## src/rtl/clcd_pkg.sv

```systemverilog
package clcd_pkg;

    // configuration register widths
    localparam int PWR_W     = 14;
    localparam int FIRST_W   = 13;
    localparam int SECOND_W  = 10;
    localparam int SETTLE_W  = 8;
    localparam int DELAY_W   = 14;
    localparam int CFG_IDX_W = 3;
    localparam int CFG_DAT_W = 14;

    // payload widths
    localparam int MODE_W    = 3;
    localparam int BYTE_W    = 8;
    localparam int NIB_W     = 4;
    localparam int STEP_W    = 4;
    localparam int PHASE_W   = 4;
    localparam int S_DATA_W  = 16;
    localparam int M_DATA_W  = 24;

    // configuration register indexes
    localparam logic [CFG_IDX_W-1:0] REG_PWR_WAIT    = 3'd0;
    localparam logic [CFG_IDX_W-1:0] REG_FIRST_WAIT  = 3'd1;
    localparam logic [CFG_IDX_W-1:0] REG_SECOND_WAIT = 3'd2;
    localparam logic [CFG_IDX_W-1:0] REG_SETTLE      = 3'd3;
    localparam logic [CFG_IDX_W-1:0] REG_CURSOR      = 3'd4;
    localparam logic [CFG_IDX_W-1:0] REG_BLINK       = 3'd5;

    // register reset values
    localparam logic [PWR_W-1:0]    RST_PWR_WAIT    = 14'd15000;
    localparam logic [FIRST_W-1:0]  RST_FIRST_WAIT  = 13'd5000;
    localparam logic [SECOND_W-1:0] RST_SECOND_WAIT = 10'd150;
    localparam logic [SETTLE_W-1:0] RST_SETTLE      = 8'd100;

    // request modes
    localparam logic [MODE_W-1:0] MODE_TICK      = 3'd0;
    localparam logic [MODE_W-1:0] MODE_WR_INSTR  = 3'd1;
    localparam logic [MODE_W-1:0] MODE_WR_DATA   = 3'd2;
    localparam logic [MODE_W-1:0] MODE_RD_ADDR   = 3'd3;
    localparam logic [MODE_W-1:0] MODE_RD_DATA   = 3'd4;
    localparam logic [MODE_W-1:0] MODE_INIT      = 3'd5;

    // sequencer phases
    localparam logic [PHASE_W-1:0] PH_IDLE  = 4'd0;
    localparam logic [PHASE_W-1:0] PH_PWR   = 4'd1;
    localparam logic [PHASE_W-1:0] PH_P_LO  = 4'd2;
    localparam logic [PHASE_W-1:0] PH_P_HI  = 4'd3;
    localparam logic [PHASE_W-1:0] PH_P_SET = 4'd4;
    localparam logic [PHASE_W-1:0] PH_GAP   = 4'd5;
    localparam logic [PHASE_W-1:0] PH_Q_HI1 = 4'd6;
    localparam logic [PHASE_W-1:0] PH_Q_LO  = 4'd7;
    localparam logic [PHASE_W-1:0] PH_Q_HI2 = 4'd8;
    localparam logic [PHASE_W-1:0] PH_Q_SET = 4'd9;
    localparam logic [PHASE_W-1:0] PH_R_HI1 = 4'd10;
    localparam logic [PHASE_W-1:0] PH_R_LO  = 4'd11;
    localparam logic [PHASE_W-1:0] PH_R_HI2 = 4'd12;
    localparam logic [PHASE_W-1:0] PH_R_SET = 4'd13;

    // init sequence constants
    localparam logic [STEP_W-1:0] STEP_LAST_RAW = 4'd3;
    localparam logic [STEP_W-1:0] STEP_DISP_ON  = 4'd8;
    localparam logic [BYTE_W-1:0] NIB_FUNC8     = 8'h03;
    localparam logic [BYTE_W-1:0] NIB_FUNC4     = 8'h02;
    localparam logic [BYTE_W-1:0] CMD_FUNC_SET  = 8'h28;
    localparam logic [BYTE_W-1:0] CMD_DISP_OFF  = 8'h08;
    localparam logic [BYTE_W-1:0] CMD_CLEAR     = 8'h01;
    localparam logic [BYTE_W-1:0] CMD_ENTRY     = 8'h06;
    localparam logic [BYTE_W-1:0] CMD_DISP_ON   = 8'h0C;

    // pin levels, packed as rs in bit 0 up to drive in bit 7
    typedef struct packed {
        logic             drive;
        logic [NIB_W-1:0] bus;
        logic             en;
        logic             rw;
        logic             rs;
    } t_lines;

    typedef struct packed {
        logic [PHASE_W-1:0] phase;
        logic [BYTE_W-1:0]  value;
    } t_init_next;

    function automatic logic [BYTE_W-1:0] f_init_byte(input logic [1:0] idx);
        logic [BYTE_W-1:0] b;
        case (idx)
            2'd0:    b = CMD_FUNC_SET;
            2'd1:    b = CMD_DISP_OFF;
            2'd2:    b = CMD_CLEAR;
            default: b = CMD_ENTRY;
        endcase
        return b;
    endfunction

    // phase and byte for one init step; past the last step the sequence ends
    function automatic t_init_next f_init_item(input logic [STEP_W-1:0] step,
                                               input logic [BYTE_W-1:0] cur,
                                               input logic cursor,
                                               input logic blink);
        t_init_next r;
        r.phase = PH_P_LO;
        r.value = cur;
        if (step < 4'd4) begin
            r.value = (step == STEP_LAST_RAW) ? NIB_FUNC4 : NIB_FUNC8;
        end else if (step < STEP_DISP_ON) begin
            r.value = f_init_byte(step[1:0]);
        end else if (step == STEP_DISP_ON) begin
            r.value = CMD_DISP_ON | {6'd0, cursor, blink};
        end else begin
            r.phase = PH_IDLE;
        end
        return r;
    endfunction

endpackage

```

## src/rtl/char_lcd_4bit_bus_sequencer_core.sv

```systemverilog
// channel  | signals                          | contents
// ---------+----------------------------------+-----------------------------------------
// s (in)   | i_s_tvalid/o_s_tready/tdata/tuser | one microsecond tick, mode, byte, bus
// m (out)  | o_m_tvalid/i_m_tready/tdata       | pin levels, ready flag, read byte
// cfg      | i_cfg_we/i_cfg_index/i_cfg_data   | register writes, no read-back
//
// one request per clock while m takes each result: the sequencer state and the result register
// advance together on each accepted tick, so the result appears in the cycle after its request
// the result register frees itself when taken, so s accepts in the same cycle that m
// is emptied; only a held result on m stalls s
// reset is synchronous, active low; it clears the sequencer and reloads the registers
module char_lcd_4bit_bus_sequencer_core (
    input  logic                           i_clk,
    input  logic                           i_rst_n,
    input  logic                           i_s_tvalid,
    output logic                           o_s_tready,
    // value[7:0], bus_in[11:8], zero fill [15:12]
    input  logic [clcd_pkg::S_DATA_W-1:0]  i_s_tdata,
    // mode[2:0]
    input  logic [clcd_pkg::MODE_W-1:0]    i_s_tuser,
    output logic                           o_m_tvalid,
    input  logic                           i_m_tready,
    // rs_line[0], rw_line[1], en_line[2], bus_out[6:3], bus_drive[7], ready_res[8],
    // read_data[16:9], read_valid[17], zero fill [23:18]
    output logic [clcd_pkg::M_DATA_W-1:0]  o_m_tdata,
    input  logic                           i_cfg_we,
    input  logic [clcd_pkg::CFG_IDX_W-1:0] i_cfg_index,
    input  logic [clcd_pkg::CFG_DAT_W-1:0] i_cfg_data
);
    import clcd_pkg::*;

    // configuration registers
    logic [PWR_W-1:0]    r_pwr_wait;
    logic [FIRST_W-1:0]  r_first_wait;
    logic [SECOND_W-1:0] r_second_wait;
    logic [SETTLE_W-1:0] r_settle;
    logic                r_cursor;
    logic                r_blink;

    // sequencer state
    logic [PHASE_W-1:0]  r_phase, n_phase;
    logic [DELAY_W-1:0]  r_delay, n_delay;
    logic [STEP_W-1:0]   r_step, n_step;
    logic                r_nib_idx, n_nib_idx;
    logic [MODE_W-1:0]   r_mode, n_mode;
    logic [BYTE_W-1:0]   r_value, n_value;
    logic [BYTE_W-1:0]   r_capt, n_capt;
    t_lines              r_lines, n_lines;

    // result register
    logic                r_out_valid;
    logic [M_DATA_W-1:0] r_out_data;

    logic                s_req;
    logic                ready;
    logic                rv;
    logic                rs;
    logic                rs_rd;
    logic                raw;
    logic                done;
    logic [NIB_W-1:0]    nib;
    logic [DELAY_W-1:0]  settle_ticks;
    logic [MODE_W-1:0]   in_mode;
    logic [BYTE_W-1:0]   in_value;
    logic [NIB_W-1:0]    in_bus;
    t_init_next          init_nx;

    assign in_mode  = i_s_tuser;
    assign in_value = i_s_tdata[BYTE_W-1:0];
    assign in_bus   = i_s_tdata[BYTE_W+NIB_W-1:BYTE_W];

    assign o_s_tready = !r_out_valid || i_m_tready;
    assign s_req      = i_s_tvalid && o_s_tready;
    assign settle_ticks = (r_settle == '0) ? DELAY_W'(1) : DELAY_W'(r_settle);

    // next state for one tick
    always_comb begin
        n_phase   = r_phase;
        n_delay   = r_delay;
        n_step    = r_step;
        n_nib_idx = r_nib_idx;
        n_mode    = r_mode;
        n_value   = r_value;
        n_capt    = r_capt;
        n_lines   = r_lines;
        rv        = 1'b0;
        done      = 1'b0;
        init_nx   = f_init_item(r_step, r_value, r_cursor, r_blink);
        ready     = (r_phase == PH_IDLE);

        // take a new request while idle
        if (ready && in_mode >= MODE_WR_INSTR && in_mode <= MODE_INIT) begin
            n_mode    = in_mode;
            n_value   = in_value;
            n_nib_idx = 1'b0;
            n_capt    = '0;
            n_step    = '0;
            if (in_mode <= MODE_WR_DATA) begin
                n_phase = PH_P_LO;
            end else if (in_mode <= MODE_RD_DATA) begin
                n_phase = PH_R_HI1;
            end else if (r_pwr_wait == '0) begin
                init_nx = f_init_item(n_step, n_value, r_cursor, r_blink);
                n_phase = init_nx.phase;
                n_value = init_nx.value;
            end else begin
                n_delay = r_pwr_wait;
                n_phase = PH_PWR;
            end
        end

        rs    = (n_mode == MODE_WR_DATA);
        rs_rd = (n_mode == MODE_RD_DATA);
        raw   = (n_mode == MODE_INIT) && (n_step <= STEP_LAST_RAW);
        nib   = (raw || n_nib_idx) ? n_value[NIB_W-1:0] : n_value[BYTE_W-1:NIB_W];

        // pin timeline
        case (n_phase)
            PH_IDLE: begin
            end
            PH_PWR: begin
                n_lines = '0;
                if (n_delay <= DELAY_W'(1)) begin
                    n_delay   = '0;
                    n_nib_idx = 1'b0;
                    init_nx   = f_init_item(n_step, n_value, r_cursor, r_blink);
                    n_phase   = init_nx.phase;
                    n_value   = init_nx.value;
                end else begin
                    n_delay = n_delay - DELAY_W'(1);
                end
            end
            PH_P_LO: begin
                n_lines = '{drive: 1'b1, bus: nib, en: 1'b0, rw: 1'b0, rs: rs};
                n_phase = PH_P_HI;
            end
            PH_P_HI: begin
                n_lines = '{drive: 1'b1, bus: nib, en: 1'b1, rw: 1'b0, rs: rs};
                n_delay = settle_ticks;
                n_phase = PH_P_SET;
            end
            PH_P_SET: begin
                n_lines = '{drive: 1'b1, bus: nib, en: 1'b0, rw: 1'b0, rs: rs};
                if (n_delay <= DELAY_W'(1)) begin
                    n_delay = '0;
                    if (raw && n_step <= STEP_W'(1)) begin
                        // timed gap after the first two raw nibbles
                        done    = 1'b1;
                        n_delay = (n_step == '0) ? DELAY_W'(r_first_wait)
                                                 : DELAY_W'(r_second_wait);
                        if (n_delay != '0) begin
                            done    = 1'b0;
                            n_phase = PH_GAP;
                        end
                    end else if (raw) begin
                        n_phase = PH_Q_HI1;
                    end else if (!n_nib_idx) begin
                        n_nib_idx = 1'b1;
                        n_phase   = PH_P_LO;
                    end else begin
                        n_phase = PH_Q_HI1;
                    end
                end else begin
                    n_delay = n_delay - DELAY_W'(1);
                end
            end
            PH_GAP: begin
                n_lines.en = 1'b0;
                if (n_delay <= DELAY_W'(1)) begin
                    n_delay = '0;
                    done    = 1'b1;
                end else begin
                    n_delay = n_delay - DELAY_W'(1);
                end
            end
            PH_Q_HI1: begin
                n_lines   = '{drive: 1'b0, bus: '0, en: 1'b1, rw: 1'b1, rs: 1'b0};
                n_nib_idx = in_bus[NIB_W-1];
                n_phase   = PH_Q_LO;
            end
            PH_Q_LO: begin
                n_lines = '{drive: 1'b0, bus: '0, en: 1'b0, rw: 1'b1, rs: 1'b0};
                n_phase = PH_Q_HI2;
            end
            PH_Q_HI2: begin
                n_lines = '{drive: 1'b0, bus: '0, en: 1'b1, rw: 1'b1, rs: 1'b0};
                n_delay = settle_ticks;
                n_phase = PH_Q_SET;
            end
            PH_Q_SET: begin
                n_lines = '{drive: 1'b0, bus: '0, en: 1'b0, rw: 1'b1, rs: 1'b0};
                if (n_delay <= DELAY_W'(1)) begin
                    n_delay = '0;
                    if (n_nib_idx) begin
                        n_phase = PH_Q_HI1;
                    end else if (n_mode == MODE_INIT) begin
                        done = 1'b1;
                    end else begin
                        n_phase = PH_IDLE;
                        rv = (n_mode == MODE_RD_ADDR) || (n_mode == MODE_RD_DATA);
                    end
                end else begin
                    n_delay = n_delay - DELAY_W'(1);
                end
            end
            PH_R_HI1: begin
                n_lines = '{drive: 1'b0, bus: '0, en: 1'b1, rw: 1'b1, rs: rs_rd};
                n_capt  = rs_rd ? {in_bus, 4'd0} : {1'b0, in_bus[2:0], 4'd0};
                n_phase = PH_R_LO;
            end
            PH_R_LO: begin
                n_lines = '{drive: 1'b0, bus: '0, en: 1'b0, rw: 1'b1, rs: rs_rd};
                n_phase = PH_R_HI2;
            end
            PH_R_HI2: begin
                n_lines = '{drive: 1'b0, bus: '0, en: 1'b1, rw: 1'b1, rs: rs_rd};
                n_capt  = n_capt | {4'd0, in_bus};
                n_delay = settle_ticks;
                n_phase = PH_R_SET;
            end
            PH_R_SET: begin
                n_lines = '{drive: 1'b0, bus: '0, en: 1'b0, rw: 1'b1, rs: rs_rd};
                if (n_delay <= DELAY_W'(1)) begin
                    n_delay = '0;
                    n_phase = PH_Q_HI1;
                end else begin
                    n_delay = n_delay - DELAY_W'(1);
                end
            end
            default: begin
                n_phase = PH_IDLE;
            end
        endcase

        // advance to the next init step after a gap, a skipped zero-length gap or a finished poll
        if (done) begin
            n_step    = n_step + STEP_W'(1);
            n_nib_idx = 1'b0;
            init_nx   = f_init_item(n_step, n_value, r_cursor, r_blink);
            n_phase   = init_nx.phase;
            n_value   = init_nx.value;
        end
    end

    // configuration writes
    always_ff @(posedge i_clk) begin
        if (!i_rst_n) begin
            r_pwr_wait    <= RST_PWR_WAIT;
            r_first_wait  <= RST_FIRST_WAIT;
            r_second_wait <= RST_SECOND_WAIT;
            r_settle      <= RST_SETTLE;
            r_cursor      <= 1'b1;
            r_blink       <= 1'b1;
        end else if (i_cfg_we) begin
            case (i_cfg_index)
                REG_PWR_WAIT:    r_pwr_wait    <= i_cfg_data[PWR_W-1:0];
                REG_FIRST_WAIT:  r_first_wait  <= i_cfg_data[FIRST_W-1:0];
                REG_SECOND_WAIT: r_second_wait <= i_cfg_data[SECOND_W-1:0];
                REG_SETTLE:      r_settle      <= i_cfg_data[SETTLE_W-1:0];
                REG_CURSOR:      r_cursor      <= i_cfg_data[0];
                REG_BLINK:       r_blink       <= i_cfg_data[0];
                default: begin
                end
            endcase
        end
    end

    // sequencer state, advanced once per accepted tick
    always_ff @(posedge i_clk) begin
        if (!i_rst_n) begin
            r_phase   <= PH_IDLE;
            r_delay   <= '0;
            r_step    <= '0;
            r_nib_idx <= 1'b0;
            r_mode    <= MODE_TICK;
            r_value   <= '0;
            r_capt    <= '0;
            r_lines   <= '0;
        end else if (s_req) begin
            r_phase   <= n_phase;
            r_delay   <= n_delay;
            r_step    <= n_step;
            r_nib_idx <= n_nib_idx;
            r_mode    <= n_mode;
            r_value   <= n_value;
            r_capt    <= n_capt;
            r_lines   <= n_lines;
        end
    end

    // result register
    always_ff @(posedge i_clk) begin
        if (!i_rst_n) begin
            r_out_valid <= 1'b0;
        end else if (s_req) begin
            r_out_valid <= 1'b1;
        end else if (i_m_tready) begin
            r_out_valid <= 1'b0;
        end
    end

    always_ff @(posedge i_clk) begin
        if (s_req) begin
            r_out_data <= {6'd0, rv, (rv ? n_capt : 8'd0), ready, n_lines};
        end
    end

    assign o_m_tvalid = r_out_valid;
    assign o_m_tdata  = r_out_data;

`ifndef NO_ASSERTIONS
    // a read completes only on the released, enable-low tail of its poll
    a_read_lines: assert property (@(posedge i_clk) disable iff (!i_rst_n)
        (r_out_valid && r_out_data[17]) |->
        (r_out_data[1] && !r_out_data[2] && !r_out_data[7]))
        else $error("read completed with lines not in read tail");

    // the bus is never driven while the display is asked to drive it
    a_no_contention: assert property (@(posedge i_clk) disable iff (!i_rst_n)
        r_lines.drive |-> !r_lines.rw)
        else $error("bus driven during a read cycle");

    // the delay counter is drained whenever the sequencer is idle
    a_idle_delay: assert property (@(posedge i_clk) disable iff (!i_rst_n)
        (r_phase == PH_IDLE) |-> (r_delay == '0))
        else $error("delay counter left running while idle");

    // a result flagged ready comes from a tick taken while idle
    a_ready_idle: assert property (@(posedge i_clk) disable iff (!i_rst_n)
        (s_req && r_phase != PH_IDLE) |=> !r_out_data[8])
        else $error("ready flag set on a busy tick");
`endif

endmodule
```

## config.mk

```make
export PLATFORM = sky130hd
export DESIGN_NAME = char_lcd_4bit_bus_sequencer_core
export DESIGN_NICKNAME = d
export VERILOG_FILES = /design/src/rtl/clcd_pkg.sv /design/src/rtl/char_lcd_4bit_bus_sequencer_core.sv
export SDC_FILE = /design/constraint.sdc
export NUM_CORES = 1
export LEC_CHECK = 0
export ABC_AREA = 1
export BUFFER_PORTS_ARGS = -buffer_cell sky130_fd_sc_hd__buf_2
export CORE_MARGIN = 2
export CORE_UTILIZATION = 45
export CTS_CLUSTER_DIAMETER = 40
export CTS_CLUSTER_SIZE = 30
export DETAILED_ROUTE_END_ITERATION = 10
export RECOVER_POWER = 50
export SYNTH_ARGS = -nofsm -noshare
export SYNTH_HDL_FRONTEND = slang
export SYNTH_SLANG_ARGS = --single-unit
```

## constraint.sdc

```tcl
create_clock -name i_clk -period 4.4 [get_ports i_clk]
set_input_delay 0.44 -clock i_clk [delete_from_list [all_inputs] [get_ports i_clk]]
set_output_delay 0.44 -clock i_clk [all_outputs]
set_load 0.01 [all_outputs]
```

==> implementation parameters <==
Parameter                              Value

Cells and area
  Commonest cells after routing, fill and taps aside    nand2_1 (278), inv_1 (126), nor2_1 (115), dfxtp_1 (98), a21oi_1 (86)
  Number of nets at the end of the flow    1,173
  Core occupancy in the finished layout    52.52%
  Antenna diode count    0
  Number of cells in the finished layout apart from fillers    1,344
  Most common library cell in the layout ignoring fill and taps    nand2_1
  Fraction of layout cells with a size suffix above 1    12.00%
  P&R area growth vs syn    13.23%

Synthesis
  Fraction of synthesis flops using an asynchronous set or reset pin    0%
  Post-Synthesis Cell Area    7104 um^2
  Number of warnings issued by yosys    0
  Syn avg cell area    6.621 um^2
  Post-synth cell types    50
  Flip-flop and latch count after synthesis    116
  Largest cells by area after synthesis    dfxtp_1 (28%), nand2_1 (15%), edfxtp_1 (7.6%)
  Area share of the largest cell type after synthesis    27.62%
  Post-Synthesis Cells    1,073
  Number of enable flip-flop cells after synthesis    18
  Most used flip-flop cell after synthesis    dfxtp_1
  Yosys top cell by area    dfxtp_1
  Seq/Total Area, Yosys    35.22%

Die
  Core Rows    45
  Number of placed I/O pins    67
  Area of the die    16,810 um^2
  Initial cell density of the core    46.39%
  Width of the die    129.6 um
  Core area    15,310 um^2
  Die span in y    129.6 um

Power and ir drop
  Cell-internal power    2454 uW
  Combinational cell fraction of total power    35.4%
  Power Density    486.3 nW/um^2
  Standby leakage power    0.003725 uW
  Power share of the sequential group    31.8%
  Clk network pwr share    32.8%
  Switch Pwr    1458 uW
  Worst ir drop on vdd    0.3119 mV
  Post-layout total power    3912 uW
  Switching share of power    37.27%

STA
  Number of setup violations in the final report    0
  Number of max-slew violations in the final report    96
  Worst slew margin    -68.82%
  Hold slack    0.2287 ns
  Final count of hold timing violations    0
  Unrepaired setup endpoints after global routing    false
  Clock period minus final worst setup slack    3.520 ns
  Maximum clock skew at final layout    0.01264 ns
  Worst-margin pin slew    2.532 ns
  Total negative slack for setup checks    0 ns
  Peak clock frequency supported by timing    284.1 MHz
  Share of the cycle needed by the critical path after routing    80.00%

Status
  Violations in the final reports    capacitance limit, slew limit
  Result of the run    finished with violations

Clocking
  Clk root buf    clkbuf_16
  Post-CTS repair timing setup buffer count    0
  Insertion delay of the later-clocked pin in the worst-skew pair    0.43 ns
  Clock-pin slew of the registers on the worst-case setup and hold paths    0.05 ns
  Number of buffers created by CTS    17
  Number of buffers on the longest clock path    2
  TritonCTS clock tree    done
  Total number of H-tree levels    4
  Number of buffers inserted by hold repair at cts    0
  Post-CTS resize count    0
  Number of sinks on the clock net    116

Global routing
  Number of global-route vias before repair    6,345
  First-pass GRT wire length    31,710 um
  Initial antenna violation count    0
  GRT overflow    0
  GRT Resource Usage Total    24.26%
  Pin count of the biggest net entering global routing    59

Placement
  Instance count after placement with tap cells included    1,314
  Global placer's final weighted congestion    0.9089
  Buffers on Ports    56
  HPWL reported at the end of detailed placement    14,070 um

Critical path
  Required @ worst endpoint    4.69 ns
  Startpoint types    input port
  Peak fanout along the critical path    58
  Delay of the slowest cell on the worst path    1.79 ns
  Max stage delay cell, worst path    clkbuf_1
  Length in cells of the worst reg-to-reg path    20
  Setup crit end kind    flop
  List of cells traversed by the critical path    buf_2 -> clkbuf_1 -> inv_1 -> clkbuf_2 -> a21oi_1 -> o21ai_0
  Reg-to-reg critical path endpoint    r_phase[3]
  Worst EP arrival    3.81 ns
  CP Capture Point    r_settle[2]
  CP startpoint    i_rst_n
  Worst R2R Start    r_phase[1]
  Worst-case register-to-register setup slack    0.91 ns
  Class of the most critical setup path    in -> reg

Min path
  Class of the tightest hold or removal check    in -> reg
  Start point of the worst min-delay path    i_cfg_data[13]

Drt
  Post-route ant nets    0
  Vias after detailed routing    6,872
  Initial DRC count    406
  Final wirelength    19,160 um
  Number of optimization iterations in the first detailed-route pass    5
  Post-detailed-route wirelength per cell    14.25 um
  Drc violations    0
  Vias/cell    5.113

Run
  Number of violations of the max-capacitance limit    2
[Yosys cell counts, types with 2 or more instances]
master      n
nand3_2     4
buf_1       3
o211ai_1   16
nand2_2    20
inv_1     126
buf_6       3
clkbuf_1   26
xor2_1      4
nor4_1      2
nor2_1    115
nand3_1    74
o21ai_4     2
nor2_2      7
buf_2       4
nand2_1   277
o21ai_2     4
a21boi_0    6
nor2_4      7
dfxtp_1    98
nand4_1    24
or2_0       2
nand3_4     2
a21oi_2     2
nor3_1      3
inv_2       6
edfxtp_1   18
o21ai_1    18
or2_2       4
ha_1       10
buf_4       7
nand3b_1    7
a22o_1      3
o21ai_0    67
a21oi_1    86
[metal layers]
metal	vias to the layer above	track usage (%)	part of all wire, %
met3	29	5.615	5.7
met4	0	7.527	1.9
met1	3079	32.40	48
met5	-	0	0
li1	3583	-	-
met2	181	39.05	45
[registers in the layout, indices dropped and copies added (netlist names)]
register       cells
o_m_tdata         18
r_delay           14
r_pwr_wait        14
r_first_wait      13
r_second_wait     10
r_capt             8
r_lines            8
r_settle           8
r_value            8
r_phase            4
r_step             4
r_mode             3
o_m_tvalid         1
r_blink            1
r_cursor           1
r_nib_idx          1
[worst min-delay path by stage]
| stage | slack, ns | end | cells past startpoint |
|---|---|---|---|
| floorplan | 0.43 | r_second_wait[1] | 2 |
| global placement | 0.44 | r_second_wait[4] | 2 |
| detailed placement | 0.44 | r_second_wait[4] | 2 |
| CTS | 0.21 | r_pwr_wait[13] | 3 |
| global route | 0.22 | r_first_wait[12] | 3 |
| finish | 0.23 | r_pwr_wait[13] | 3 |
[worst max-delay path, delay by kind of cell]
| kind | cells | cell delay [ns] |
|---|---|---|
| buf+inv | 4 | 2.92 |
| compound gates | 2 | 0.42 |
[power by group through the flow]
| stage | combinational (uW) | sequential [uW] | clock [uW] |
|---|---|---|---|
| floorplan | 1060 | 1270 | 0 |
| global placement | 1390 | 1260 | 0 |
| global route | 1570 | 1260 | 1360 |
| finish | 1390 | 1240 | 1280 |
| CTS | 1390 | 1240 | 1310 |
| detailed placement | 1390 | 1260 | 0 |
[area by class of cell]
| cell class | count | area (um^2) |
|---|---|---|
| clock buffers | 25 | 495.5 |
| clock inverters | 5 | 52.55 |
| fillers | 1611 | 7271 |
| inverters | 135 | 514.2 |
| multi-input cells | 783 | 3874 |
| flip-flops and latches | 116 | 2502 |
| well taps | 211 | 264.0 |
| repair buffers | 69 | 341.6 |
[through the flow]
step	instance area (um^2)	worst slack, ns
detailed placement	7535	0.8708
global placement	7535	0.8763
floorplan	7123	0.8719
global route	8044	0.5332
finish	8044	0.8798
CTS	8083	1.008
[cells by family after synthesis]
logic type	Yosys count	share of synthesized area, %
other	1	0.05278
muxes	1	0.1409
and+or+nand+nor	552	35.14
DFF	116	35.22
AOI/OAI and AO/OA	210	16.71
buffers and inverters	179	10.48
adders and majority gates	10	1.761
xor gates and xnor gates	4	0.4931
(Power assumes the default switching activity.)
